### src/rtl/core/mts_pkg.sv
`timescale 1ns / 1ps
// Shared types and constants for the marquee text scroller.
// No dependencies; used by the core, the modulo unit and the checker.
package mts_pkg;

	// Operation codes of an input word
	typedef enum logic [1:0] {
		OP_CLEAR  = 2'd0,
		OP_APPEND = 2'd1,
		OP_TICK   = 2'd2,
		OP_RENDER = 2'd3
	} op_t;

	// Configuration register indexes
	localparam int CFG_IDX_W  = 2;
	localparam int CFG_DATA_W = 16;
	localparam logic [CFG_IDX_W-1:0] CFG_WINDOW = 2'd0;
	localparam logic [CFG_IDX_W-1:0] CFG_GAP    = 2'd1;
	localparam logic [CFG_IDX_W-1:0] CFG_PERIOD = 2'd2;
	localparam logic [CFG_IDX_W-1:0] CFG_PAUSE  = 2'd3;

	// Reset values of the registers
	localparam logic [5:0]  WINDOW_RST = 6'd18;
	localparam logic [3:0]  GAP_RST    = 4'd6;
	localparam logic [15:0] PERIOD_RST = 16'd150;
	localparam logic [15:0] PAUSE_RST  = 16'd2000;

	localparam logic [7:0]  SPACE_CHAR  = 8'h20;
	localparam logic [15:0] ELAPSED_MAX = 16'hFFFF;

	// Sequencer states, one-hot
	typedef enum logic [2:0] {
		ST_IDLE   = 3'b001,
		ST_MOD    = 3'b010,
		ST_RENDER = 3'b100
	} state_t;

	// Status of the modulo unit
	typedef struct packed {
		logic busy;
		logic done;
	} mod_stat_t;

endpackage

### src/rtl/core/marquee_text_scroller_unit.sv
`timescale 1ns / 1ps
// Marquee text scroller: text store, scroll timing and window render.
// Depends on mts_pkg, mts_ram and mts_mod_unit.
//
//   channel | signals                        | moves
//   --------+--------------------------------+------------------------------
//   in      | in_valid in_ready op char_in   | one operation word
//   out     | out_valid out_ready out_char   | one window cell per word
//           | out_last                       |
//   cfg     | cfg_we cfg_idx cfg_data        | register write, no wait
//
// Clear, append and a tick that does not step finish in idle, so ready stays high.
// A stepping tick waits in the modulo state for the bit-serial modulo unit.
// A render first runs the modulo unit unless the text fits; cells leave one per
// cycle while the output is not stalled, from the text RAM through one read stage.
// Reset (arst_n low) restores the registers and empties the text, no sweep.
// A stalled output holds the read stage; ready drops while a job is running.
module marquee_text_scroller_unit #(
	parameter int MAX_TEXT   = 64,
	parameter int MAX_WINDOW = 32
) (
	input  logic                             clk,
	input  logic                             arst_n,
	input  logic                             in_valid,
	output logic                             in_ready,
	input  logic [1:0]                       op,
	input  logic [7:0]                       char_in,
	output logic                             out_valid,
	input  logic                             out_ready,
	output logic [7:0]                       out_char,
	output logic                             out_last,
	input  logic                             cfg_we,
	input  logic [mts_pkg::CFG_IDX_W-1:0]    cfg_idx,
	input  logic [mts_pkg::CFG_DATA_W-1:0]   cfg_data
);

	localparam int AW    = $clog2(MAX_TEXT);
	localparam int LEN_W = $clog2(MAX_TEXT + 1);
	localparam int IDX_W = $clog2(MAX_TEXT + MAX_WINDOW + 16);

	mts_pkg::state_t    state_q;
	mts_pkg::mod_stat_t mod_stat;

	logic [5:0]       window_q;
	logic [3:0]       gap_q;
	logic [15:0]      period_q;
	logic [15:0]      pause_q;
	logic [LEN_W-1:0] len_q;
	logic [IDX_W-1:0] pos_q;
	logic [15:0]      elapsed_q;
	logic             render_q;
	logic             fit_q;
	logic [IDX_W-1:0] idx_q;
	logic [IDX_W-1:0] cnt_q;

	logic             valid_s1;
	logic             space_s1;
	logic             last_s1;
	logic             out_valid_q;
	logic [7:0]       out_char_q;
	logic             out_last_q;

	logic [6:0]       win_raw;
	logic [6:0]       win_clamp;
	logic [IDX_W-1:0] win;
	logic [IDX_W-1:0] len_x;
	logic [IDX_W-1:0] total;
	logic             fits;
	logic             accept;
	logic [15:0]      elapsed_inc;
	logic [15:0]      need;
	logic             step;
	logic             wr_en;
	logic             mod_start;
	logic [IDX_W-1:0] mod_dvd;
	logic [IDX_W-1:0] mod_res;
	logic             s1_take;
	logic             issue;
	logic             cell_space;
	logic             cell_last;
	logic             rd_en;
	logic [IDX_W-1:0] idx_inc;
	logic [IDX_W-1:0] idx_next;
	logic [7:0]       rd_data;

	// effective window: 0 acts as 1, clamp to MAX_WINDOW
	assign win_raw   = {1'b0, window_q};
	assign win_clamp = (window_q == 6'd0) ? 7'd1 :
	                   (win_raw > 7'(MAX_WINDOW)) ? 7'(MAX_WINDOW) : win_raw;
	assign win       = IDX_W'(win_clamp);

	assign len_x = IDX_W'(len_q);
	assign total = len_x + IDX_W'(gap_q);
	assign fits  = len_x <= win;

	assign in_ready = (state_q == mts_pkg::ST_IDLE);
	assign accept   = in_valid && in_ready;

	// tick timing
	assign elapsed_inc = (elapsed_q == mts_pkg::ELAPSED_MAX) ? elapsed_q : elapsed_q + 16'd1;
	assign need        = (pos_q == '0) ? pause_q : period_q;
	assign step        = elapsed_inc >= need;

	// append into the text RAM
	assign wr_en = accept && (op == mts_pkg::OP_APPEND) && (len_q < LEN_W'(MAX_TEXT));

	// modulo job: position for a render, position + 1 for a step
	assign mod_start = accept && !fits &&
	                   (((op == mts_pkg::OP_TICK) && step) || (op == mts_pkg::OP_RENDER));
	assign mod_dvd   = (op == mts_pkg::OP_RENDER) ? pos_q : pos_q + 1'b1;

	// render: one cell enters the read stage when that stage can move on
	assign s1_take    = valid_s1 && (!out_valid_q || out_ready);
	assign issue      = (state_q == mts_pkg::ST_RENDER) && (!valid_s1 || s1_take);
	assign cell_space = len_x <= idx_q;
	assign cell_last  = (cnt_q + 1'b1) == win;
	assign rd_en      = issue && !cell_space;
	assign idx_inc    = idx_q + 1'b1;
	assign idx_next   = (!fit_q && (idx_inc == total)) ? '0 : idx_inc;

	mts_ram #(
		.WIDTH (8),
		.DEPTH (MAX_TEXT)
	) u_text_ram (
		.clk   (clk),
		.we    (wr_en),
		.waddr (len_q[AW-1:0]),
		.wdata (char_in),
		.re    (rd_en),
		.raddr (idx_q[AW-1:0]),
		.rdata (rd_data)
	);

	mts_mod_unit #(
		.W (IDX_W)
	) u_mod (
		.clk      (clk),
		.arst_n   (arst_n),
		.start    (mod_start),
		.dividend (mod_dvd),
		.divisor  (total),
		.stat     (mod_stat),
		.result   (mod_res)
	);

	// configuration registers
	always_ff @(posedge clk or negedge arst_n) begin
		if (!arst_n) begin
			window_q <= mts_pkg::WINDOW_RST;
			gap_q    <= mts_pkg::GAP_RST;
			period_q <= mts_pkg::PERIOD_RST;
			pause_q  <= mts_pkg::PAUSE_RST;
		end else if (cfg_we) begin
			case (cfg_idx)
				mts_pkg::CFG_WINDOW: window_q <= cfg_data[5:0];
				mts_pkg::CFG_GAP:    gap_q    <= cfg_data[3:0];
				mts_pkg::CFG_PERIOD: period_q <= cfg_data;
				mts_pkg::CFG_PAUSE:  pause_q  <= cfg_data;
				default: ;
			endcase
		end
	end

	// sequencer and scroll state
	always_ff @(posedge clk or negedge arst_n) begin
		if (!arst_n) begin
			state_q   <= mts_pkg::ST_IDLE;
			len_q     <= '0;
			pos_q     <= '0;
			elapsed_q <= '0;
			render_q  <= 1'b0;
			fit_q     <= 1'b0;
			idx_q     <= '0;
			cnt_q     <= '0;
		end else begin
			case (state_q)
				mts_pkg::ST_IDLE: begin
					if (accept) begin
						case (op)
							mts_pkg::OP_CLEAR: begin
								len_q     <= '0;
								pos_q     <= '0;
								elapsed_q <= '0;
							end
							mts_pkg::OP_APPEND: begin
								if (wr_en) begin
									len_q <= len_q + 1'b1;
								end
							end
							mts_pkg::OP_TICK: begin
								if (fits) begin
									pos_q     <= '0;
									elapsed_q <= elapsed_inc;
								end else if (step) begin
									elapsed_q <= '0;
									render_q  <= 1'b0;
									state_q   <= mts_pkg::ST_MOD;
								end else begin
									elapsed_q <= elapsed_inc;
								end
							end
							mts_pkg::OP_RENDER: begin
								cnt_q <= '0;
								if (fits) begin
									fit_q   <= 1'b1;
									idx_q   <= '0;
									state_q <= mts_pkg::ST_RENDER;
								end else begin
									fit_q    <= 1'b0;
									render_q <= 1'b1;
									state_q  <= mts_pkg::ST_MOD;
								end
							end
							default: ;
						endcase
					end
				end
				mts_pkg::ST_MOD: begin
					if (mod_stat.done) begin
						if (render_q) begin
							idx_q   <= mod_res;
							state_q <= mts_pkg::ST_RENDER;
						end else begin
							pos_q   <= mod_res;
							state_q <= mts_pkg::ST_IDLE;
						end
					end
				end
				mts_pkg::ST_RENDER: begin
					if (issue) begin
						cnt_q <= cnt_q + 1'b1;
						idx_q <= idx_next;
						if (cell_last) begin
							state_q <= mts_pkg::ST_IDLE;
						end
					end
				end
				default: state_q <= mts_pkg::ST_IDLE;
			endcase
		end
	end

	// read stage and output register valids
	always_ff @(posedge clk or negedge arst_n) begin
		if (!arst_n) begin
			valid_s1    <= 1'b0;
			out_valid_q <= 1'b0;
		end else begin
			if (issue) begin
				valid_s1 <= 1'b1;
			end else if (s1_take) begin
				valid_s1 <= 1'b0;
			end
			if (s1_take) begin
				out_valid_q <= 1'b1;
			end else if (out_ready) begin
				out_valid_q <= 1'b0;
			end
		end
	end

	// read stage and output register payload
	always_ff @(posedge clk) begin
		if (issue) begin
			space_s1 <= cell_space;
			last_s1  <= cell_last;
		end
		if (s1_take) begin
			out_char_q <= space_s1 ? mts_pkg::SPACE_CHAR : rd_data;
			out_last_q <= last_s1;
		end
	end

	assign out_valid = out_valid_q;
	assign out_char  = out_char_q;
	assign out_last  = out_last_q;

endmodule

### src/rtl/core/mts_ram.sv
`timescale 1ns / 1ps
// Generic single-port-write, single-port-read RAM with registered read data.
// No dependencies.
module mts_ram #(
	parameter int WIDTH = 8,
	parameter int DEPTH = 64
) (
	input  logic                     clk,
	input  logic                     we,
	input  logic [$clog2(DEPTH)-1:0] waddr,
	input  logic [WIDTH-1:0]         wdata,
	input  logic                     re,
	input  logic [$clog2(DEPTH)-1:0] raddr,
	output logic [WIDTH-1:0]         rdata
);

	logic [WIDTH-1:0] mem_q [DEPTH];
	logic [WIDTH-1:0] rdata_q;

	// read data holds while re is low
	always_ff @(posedge clk) begin
		if (we) begin
			mem_q[waddr] <= wdata;
		end
		if (re) begin
			rdata_q <= mem_q[raddr];
		end
	end

	assign rdata = rdata_q;

endmodule

### src/rtl/core/mts_mod_unit.sv
`timescale 1ns / 1ps
// Restoring remainder unit: one dividend bit per cycle, all W bits a job.
// Depends on mts_pkg for the status struct.
module mts_mod_unit #(
	parameter int W = 7
) (
	input  logic              clk,
	input  logic              arst_n,
	input  logic              start,
	input  logic [W-1:0]      dividend,
	input  logic [W-1:0]      divisor,
	output mts_pkg::mod_stat_t stat,
	output logic [W-1:0]      result
);

	localparam int CNT_W = $clog2(W + 1);

	logic             busy_q;
	logic             done_q;
	logic [CNT_W-1:0] cnt_q;
	logic [W-1:0]     dvd_q;
	logic [W-1:0]     dsr_q;
	logic [W-1:0]     rem_q;
	logic [W:0]       trial;
	logic             fits_sub;
	logic [W:0]       trial_sub;

	// partial remainder with the next dividend bit shifted in
	assign trial     = {rem_q, dvd_q[W-1]};
	assign fits_sub  = trial >= {1'b0, dsr_q};
	assign trial_sub = trial - {1'b0, dsr_q};

	// control
	always_ff @(posedge clk or negedge arst_n) begin
		if (!arst_n) begin
			busy_q <= 1'b0;
			done_q <= 1'b0;
			cnt_q  <= '0;
		end else if (start) begin
			busy_q <= 1'b1;
			done_q <= 1'b0;
			cnt_q  <= CNT_W'(W);
		end else if (busy_q) begin
			cnt_q <= cnt_q - 1'b1;
			if (cnt_q == CNT_W'(1)) begin
				busy_q <= 1'b0;
				done_q <= 1'b1;
			end
		end else begin
			done_q <= 1'b0;
		end
	end

	// datapath
	always_ff @(posedge clk) begin
		if (start) begin
			dvd_q <= dividend;
			dsr_q <= divisor;
			rem_q <= '0;
		end else if (busy_q) begin
			dvd_q <= {dvd_q[W-2:0], 1'b0};
			rem_q <= fits_sub ? trial_sub[W-1:0] : trial[W-1:0];
		end
	end

	assign stat.busy = busy_q;
	assign stat.done = done_q;
	assign result    = rem_q;

endmodule

### config.mk
export PLATFORM = sky130hd
export DESIGN_NAME = marquee_text_scroller_unit
export DESIGN_NICKNAME = d
export VERILOG_FILES = /design/src/rtl/core/mts_pkg.sv /design/src/rtl/core/marquee_text_scroller_unit.sv /design/src/rtl/core/mts_ram.sv /design/src/rtl/core/mts_mod_unit.sv
export SDC_FILE = /design/constraint.sdc
export NUM_CORES = 1
export LEC_CHECK = 0
export BUFFER_PORTS_ARGS = -buffer_cell sky130_fd_sc_hd__buf_4
export CORE_ASPECT_RATIO = 1.25
export CORE_MARGIN = 5
export CORE_UTILIZATION = 65
export DETAILED_ROUTE_END_ITERATION = 8
export MAX_ROUTING_LAYER = met4
export PLACE_DENSITY = 0.82
export SLEW_MARGIN = 20
export SYNTH_ARGS = -nofsm -noshare
export SYNTH_HDL_FRONTEND = slang
export SYNTH_SLANG_ARGS = --single-unit
### constraint.sdc
create_clock -name clk -period 6.1 [get_ports clk]
set_input_delay 1.22 -clock clk [delete_from_list [all_inputs] [get_ports clk]]
set_output_delay 1.22 -clock clk [all_outputs]
set_load 0.01 [all_outputs]
==> out/results.tsv, run 1 <==
metric	value	unit
outcome	finished clean	
gpl congestion	0.868	
H-tree Lvls	2	
# Post-CTS Setup Buffers	0	
Pleak	10.2	nW
largest net degree at the start of global routing	65	
hold buffer count at cts	0	
clk sinks	650	
Post-synth top flop	edfxtp_1	
antenna violations before repair	1	
RSZ-0062 raised after global routing	false	
starting DRC count in detailed routing	1390	
setup tns final	0	ns
register area share after synthesis	69.1	%
Synth area leaders	edfxtp_1 (60%), mux4_2 (14%), dfrtp_1 (7.6%)	
Slowest cell on crit path	nor2_1	
Fin Hold WS	0.423	ns
clock buffer depth	3	
HP Class	reg2reg	
Port Buf Inserts	43	
area occupied by multi-input gates	8070	sq um
cell area after synthesis	27500	sq um
Hold Path Stages	0	
Max-Cap Viols	0	
top cell type's share of synthesized area	59.6	%
critical path startpoint category	flop	
Total Power	0.0108	W
CP top delay family	simple AND/OR/NAND/NOR gates	
Worst path depth	6	
post-synthesis simple-gate area fraction	5.33	%
TritonCTS clock tree	built	
WL/cell	28.9	um
Initial Util	65.5	%
mux cell area share after synthesis	17.0	%
post-cts sizing count	0	
xor and xnor area share after synthesis	1.40	%
IO Pins	44	
post-route cell area	30200	sq um
dpl hpwl	38000	um
VDD IR-drop max	286	uV
clk_skew	0.0325	ns
vias per cell	6.79	
most frequent cells in the layout	edfxtp_1 (545), mux4_2 (168), nor2_1 (116)	
Highest Clock Rate	0.204	GHz
first-pass GRT wire length	97100	um
net count after synthesis	1620	
Pre-antenna DRT Iters	6	
Min Clock Period, post-route	4.90	ns
Synth Area per Inst	17.9	sq um
most common cell after layout, fill and taps aside	edfxtp_1	
Filler Cell Count	2431	
WS Path Type	reg2reg	
drt total wl	63600	um
Required @ worst endpoint	6.35	ns
Post-Synth Adder-Cell Area	2.33	%
leading area contributor after synthesis	edfxtp_1	
Final period util	80.3	%
Final ANT Viol Nets	0	
height of the die	240	um
row cnt	84	
CP max stage delay	0.94	ns
PD cells	358	nW/um^2
later-pin clock latency in the skew report	0.64	ns
Area growth syn-to-layout	9.84	%
die area	46500	sq um
share of layout cells above drive strength 1	23.5	%
CP Cell Sequence	nor3b_2 -> and2_1 -> nand2b_1 -> nor4_1 -> nand3_1 -> nor2_1	
GRT Resource Usage Total	28.6	%
Core Region	41900	sq um
EDFF count, synth	545	
final max-slew violation count	0	
compound-cell area share of the yosys netlist	3.27	%
nets@finish	1673	
die extent in x	194	um
Yosys cell types	65	
Clk pin slew, worst setup/hold paths	0.07	ns
critical path arrival	5.15	ns
Worst-Margin Slew	1.13	ns
Final Setup Violations	0	
Inserted Clock Buffers	58	
Hold Violations, Final	0	
WP buf/inv	0	
via count	14900	
clk root buf	clkbuf_16	
synthesis warning total	0	
Reg2Reg Depth	6	
Cells after Synth	1537	
GRT overflow	0	
Worst slew margin	23.7	%
DRC	0	
vias in the first global route	15400	
Async SR Flop Fraction	15.1	%
number of synthesized register bits	650	
placed cell area	28300	sq um
Critical Path Sink Type	flop	
Worst Path Max Fanout	12	
largest family of logic cells by synthesized area	multiplexers	
register area	19000	sq um
-- per-stage QoR --
stage	setup WS, ns	util, %	instances
2_1_floorplan	2.18	-	1537
3_3_place_gp	1.47	67.4	2088
3_5_place_dp	1.35	67.4	2088
4_1_cts	1.32	71.9	2198
5_1_grt	1.14	72.0	2200
6_report	1.20	72.0	2200
-- path summary, 6_finish.rpt --
| check | to | from | slack (ns) |
|---|---|---|---|
| max reg2reg | u_text_ram.mem_q[48][4] | state_q[0] | 1.20 |
| max | u_text_ram.mem_q[48][4] | state_q[0] | 1.20 |
| max in group asynchronous | idx_q[1] | arst_n | 4.30 |
| min in group asynchronous | period_q[9] | arst_n | 0.63 |
| min | out_last | last_s1 | 0.42 |
| min reg2reg | out_last | last_s1 | 0.42 |
-- synth_stat cells (all sizes together), types with 3 or more instances --
cell     count
edfxtp     545
mux4       168
nor2       116
dfrtp       83
nand2       63
mux2        52
ha          48
o21ai       46
clkbuf      42
inv         32
mux2i       30
nand3       29
xnor2       29
a21oi       23
buf         21
nor2b       16
dfstp       15
nor3        15
xor2        15
a21o        14
and3        12
and2        10
a32o         9
nand2b       9
nand4        9
nand3b       8
o31ai        8
dfxtp        7
or3          7
a31oi        5
o21a         5
nor3b        4
nor4         4
o22ai        4
a211oi       3
a22o         3
o2111ai      3
-- routing by layer --
metal | up-vias | wire [um] | GRT usage [%] | share of wire [%]
met1 | 7653 | 22600 | 35.6 | 36
met4 | 0 | 2780 | 10.8 | 4.4
met2 | 853 | 33400 | 48.6 | 53
met5 | - | 0 | - | 0
li1 | 6228 | - | - | -
met3 | 206 | 4790 | 4.26 | 7.5
-- cell type report --
type	count	share of cell area, %
Sequential cell	650	62.9
Inverter	34	0.423
Tap cell	559	2.32
Antenna cell	1	0.00829
Clock buffer	70	4.99
Multi-Input combinational cell	790	26.7
Clock inverter	40	1.15
Timing Repair Buffer	56	1.46
-- sequential cells by signal (all words and copies together), names as in the netlist, 3 cells and up --
| register | cells |
|---|---|
| u_mod.cnt_q | 3 |
| u_mod.dvd_q | 7 |
| cnt_q | 7 |
| pause_q | 16 |
| u_text_ram.rdata | 8 |
| period_q | 16 |
| pos_q | 7 |
| u_mod.result | 7 |
| len_q | 7 |
| u_mod.dsr_q | 7 |
| window_q | 6 |
| u_text_ram.mem_q | 512 |
| elapsed_q | 16 |
| idx_q | 7 |
| out_char | 8 |
| state_q | 3 |
| gap_q | 4 |
-- power by group --
group / total [W] / switching [W] / internal [W]
combinational: 0.00197 / 0.00110 / 0.000874
sequential: 0.00527 / 0.000237 / 0.00503
clock: 0.00356 / 0.00162 / 0.00194
-- cell families (layout without fill, tap and decap cells) --
family	count (synthesis)	after routing
AO/OA/AOI/OAI	137	137
XOR/XNOR	44	44
adder cells (fa/ha/maj)	50	50
buffers and inverters	97	200
flip-flops	650	650
multiplexers	250	250
other	0	1
AND/OR/NAND/NOR	309	309
Note: power is estimated with default switching activity, not from simulation.
==> run 2: changes to the inputs <==
--- a/config.mk
+++ b/config.mk
@@ -5,13 +5,14 @@
 export SDC_FILE = /design/constraint.sdc
 export NUM_CORES = 1
 export LEC_CHECK = 0
+export ABC_AREA = 1
 export BUFFER_PORTS_ARGS = -buffer_cell sky130_fd_sc_hd__buf_4
 export CORE_ASPECT_RATIO = 1.25
 export CORE_MARGIN = 5
-export CORE_UTILIZATION = 65
+export CORE_UTILIZATION = 57
 export DETAILED_ROUTE_END_ITERATION = 8
 export MAX_ROUTING_LAYER = met4
-export PLACE_DENSITY = 0.82
+export PLACE_DENSITY = 0.76
 export SLEW_MARGIN = 20
 export SYNTH_ARGS = -nofsm -noshare
 export SYNTH_HDL_FRONTEND = slang
==> constraint.sdc (replaced) <==
create_clock -name clk -period 4.5 [get_ports clk]
set_input_delay 0.9 -clock clk [delete_from_list [all_inputs] [get_ports clk]]
set_output_delay 0.9 -clock clk [all_outputs]
set_load 0.01 [all_outputs]
==> out/results.tsv, run 2 <==
metric	value	unit	change
outcome	finished clean		
Worst slew margin	24.7	%	+0.99 points
Hold Violations, Final	0		unchanged
WL/cell	20.9	um	-28%
Final ANT Viol Nets	0		unchanged
EDFF count, synth	545		unchanged
register area share after synthesis	67.1	%	-2.0 points
Final period util	80.4	%	+0.14 points
dpl hpwl	40000	um	+5.3%
antenna violations before repair	0		-1
Synth area leaders	edfxtp_1 (58%), dfrtp_1 (7.3%), o21ai_0 (5.9%)		
Async SR Flop Fraction	15.1	%	unchanged
# Post-CTS Setup Buffers	0		unchanged
critical path arrival	4.03	ns	-1.12 ns
HP Class	in2async		
Synth Area per Inst	11.3	sq um	-37%
drt total wl	66900	um	+5.3%
Core Region	49300	sq um	+18%
Post-synth top flop	edfxtp_1		
Largest register FFs	512		unchanged
Met2 Routed Length	33100	um	-1.0%
max layer used	met4		
most common cell after layout, fill and taps aside	edfxtp_1		
net count after synthesis	2586		+60%
height of the die	259	um	+8.0%
share of layout cells above drive strength 1	8.01	%	-16 points
leading area contributor after synthesis	edfxtp_1		
first-pass GRT wire length	106000	um	+8.9%
Initial Util	57.4	%	-8.1 points
synthesis warning total	0		unchanged
die area	54200	sq um	+17%
placed cell area	29000	sq um	+2.6%
top post-synthesis cells by count	edfxtp_1 (545), nor2_1 (439), o21ai_0 (336)		
RSZ-0062 raised after global routing	false		
post-cts sizing count	0		unchanged
later-pin clock latency in the skew report	0.65	ns	about the same
Yosys cell types	46		-29%
top cell type's share of synthesized area	57.8	%	-1.7 points
starting DRC count in detailed routing	2304		+66%
final max-slew violation count	0		unchanged
Pre-antenna DRT Iters	7		+1
gpl congestion	0.909		+4.7%
vias in the first global route	18900		+23%
IO Pins	44		unchanged
DRC	0		unchanged
clock buffer depth	3		unchanged
Cells after Synth	2503		+63%
largest net degree at the start of global routing	209		+220%
most frequent cells in the layout	edfxtp_1 (545), nor2_1 (439), o21ai_0 (336)		
die extent in x	209	um	+7.9%
Port Buf Inserts	43		unchanged
Max-Cap Viols	0		unchanged
M1 wire length	26300	um	+17%
Clk pin slew, worst setup/hold paths	0.07	ns	about the same
Required @ worst endpoint	4.91	ns	-1.44 ns
critical path startpoint category	flop		
Area growth syn-to-layout	9.48	%	
number of synthesized register bits	650		unchanged
routed wl met3	5340	um	+12%
post-route cell area	31000	sq um	+2.6%
Antenna Cells	0		-1
row cnt	91		+8.3%
setup tns final	0	ns	unchanged
vias per cell	6.05		-11%
PD cells	616	nW/um^2	+72%
Worst-Margin Slew	1.13	ns	-0.00439 ns
Highest Clock Rate	0.276	GHz	+35%
clk sinks	650		unchanged
GRT Resource Usage Total	25.3	%	-3.3 points
WS Path Type	reg2reg		
Min Clock Period, post-route	3.62	ns	-1.28 ns
Inserted Clock Buffers	60		+3.4%
nets@finish	2580		+54%
Critical Path Sink Type	flop		
cell area after synthesis	28300	sq um	+3.0%
Final Setup Violations	0		unchanged
Reg with most FFs	u_text_ram.mem_q		
hold buffer count at cts	0		unchanged
clk_skew	0.0575	ns	+0.0250 ns
H-tree Lvls	2		unchanged
Pleak	11.1	nW	+9.6%
Worst Path Max Fanout	27		+15
via count	19300		+29%
GRT overflow	0		unchanged
VDD IR-drop max	565	uV	+98%
clk root buf	clkbuf_16		
most common cell in the synthesized netlist	edfxtp_1		
TritonCTS clock tree	built		
==> run 2: final timing paths <==
check / slack [ns] / cells past startpoint / startpoint / end
min: 0.40 / 1 / arst_n / u_mod.done_q
max reg2reg: 0.88 / 24 / elapsed_q[0] / u_mod.dvd_q[1]
max in group asynchronous: 3.19 / 2 / arst_n / gap_q[1]
min reg2reg: 0.42 / 0 / last_s1 / out_last
min in group clk: 0.42 / 0 / last_s1 / out_last
max: 0.88 / 24 / elapsed_q[0] / u_mod.dvd_q[1]
==> run 2: kinds of logic (layout without fill, tap and decap cells) <==
logic type | after synthesis | in the layout | synth area share, %
and+or+nand+nor | 884 | 884 | 13.0
DFF | 650 | 650 | 67.1
AOI/OAI and AO/OA | 595 | 595 | 12.2
buffers and inverters | 284 | 327 | 4.09
adders and majority gates | 50 | 50 | 2.26
xor gates and xnor gates | 24 | 24 | 0.743
muxes | 16 | 16 | 0.570
==> run 2: critical path: stages (launching register included) <==
cell     delay [ns]
dfrtp_1        0.39
ha_1           0.23
nand2_1        0.08
inv_1          0.06
nand3_1        0.11
inv_1          0.14
nand3_2        0.17
inv_1          0.10
or2_2          0.27
o21ai_0        0.12
inv_1          0.08
ha_1           0.31
nand2_1        0.08
nand2_1        0.04
nand2_1        0.05
nand2_1        0.04
nand2_1        0.05
nand2_1        0.04
nand2_1        0.05
nand3_1        0.14
o21ai_2        0.16
buf_4          0.28
inv_1          0.25
nand2_1        0.12
nand2_1        0.05
==> run 2: area by class of cell <==
| class | count | area (sq um) |
|---|---|---|
| Sequential cell | 650 | 19000 |
| Fill cell | 3698 | 18300 |
| Multi-Input combinational cell | 1569 | 8160 |
| Clock buffer | 74 | 1570 |
| Tap cell | 651 | 815 |
| Inverter | 155 | 589 |
| Timing Repair Buffer | 61 | 483 |
| Clock inverter | 37 | 368 |
==> run 2: metrics by stage <==
stage / instances / power [W] / hold slack (ns) / setup WS [ns] / util [%]
after floorplan: 2503 / 0.0120 / 0.400 / 1.49 / -
after global placement: 3086 / 0.0138 / 0.415 / 0.871 / 58.9
after detailed placement: 3086 / 0.0140 / 0.406 / 0.826 / 58.9
after CTS: 3197 / 0.0190 / 0.399 / 0.858 / 62.8
after global routing: 3197 / 0.0202 / 0.427 / 0.581 / 62.8
final: 3197 / 0.0191 / 0.404 / 0.880 / 62.8
==> run 2: power breakdown <==
part           leakage [nW]  switching [W]  internal [W]
registers              6.19       0.000341       0.00696
logic                  4.00        0.00471       0.00203
clock network         0.950        0.00220       0.00283
==> run 2: layer usage <==
metal  track usage (%)  up-vias
li1                  -     8955
met1              32.8     9322
met2              41.2      917
met3              4.25      147
met4              8.45        0
met5                 -        -
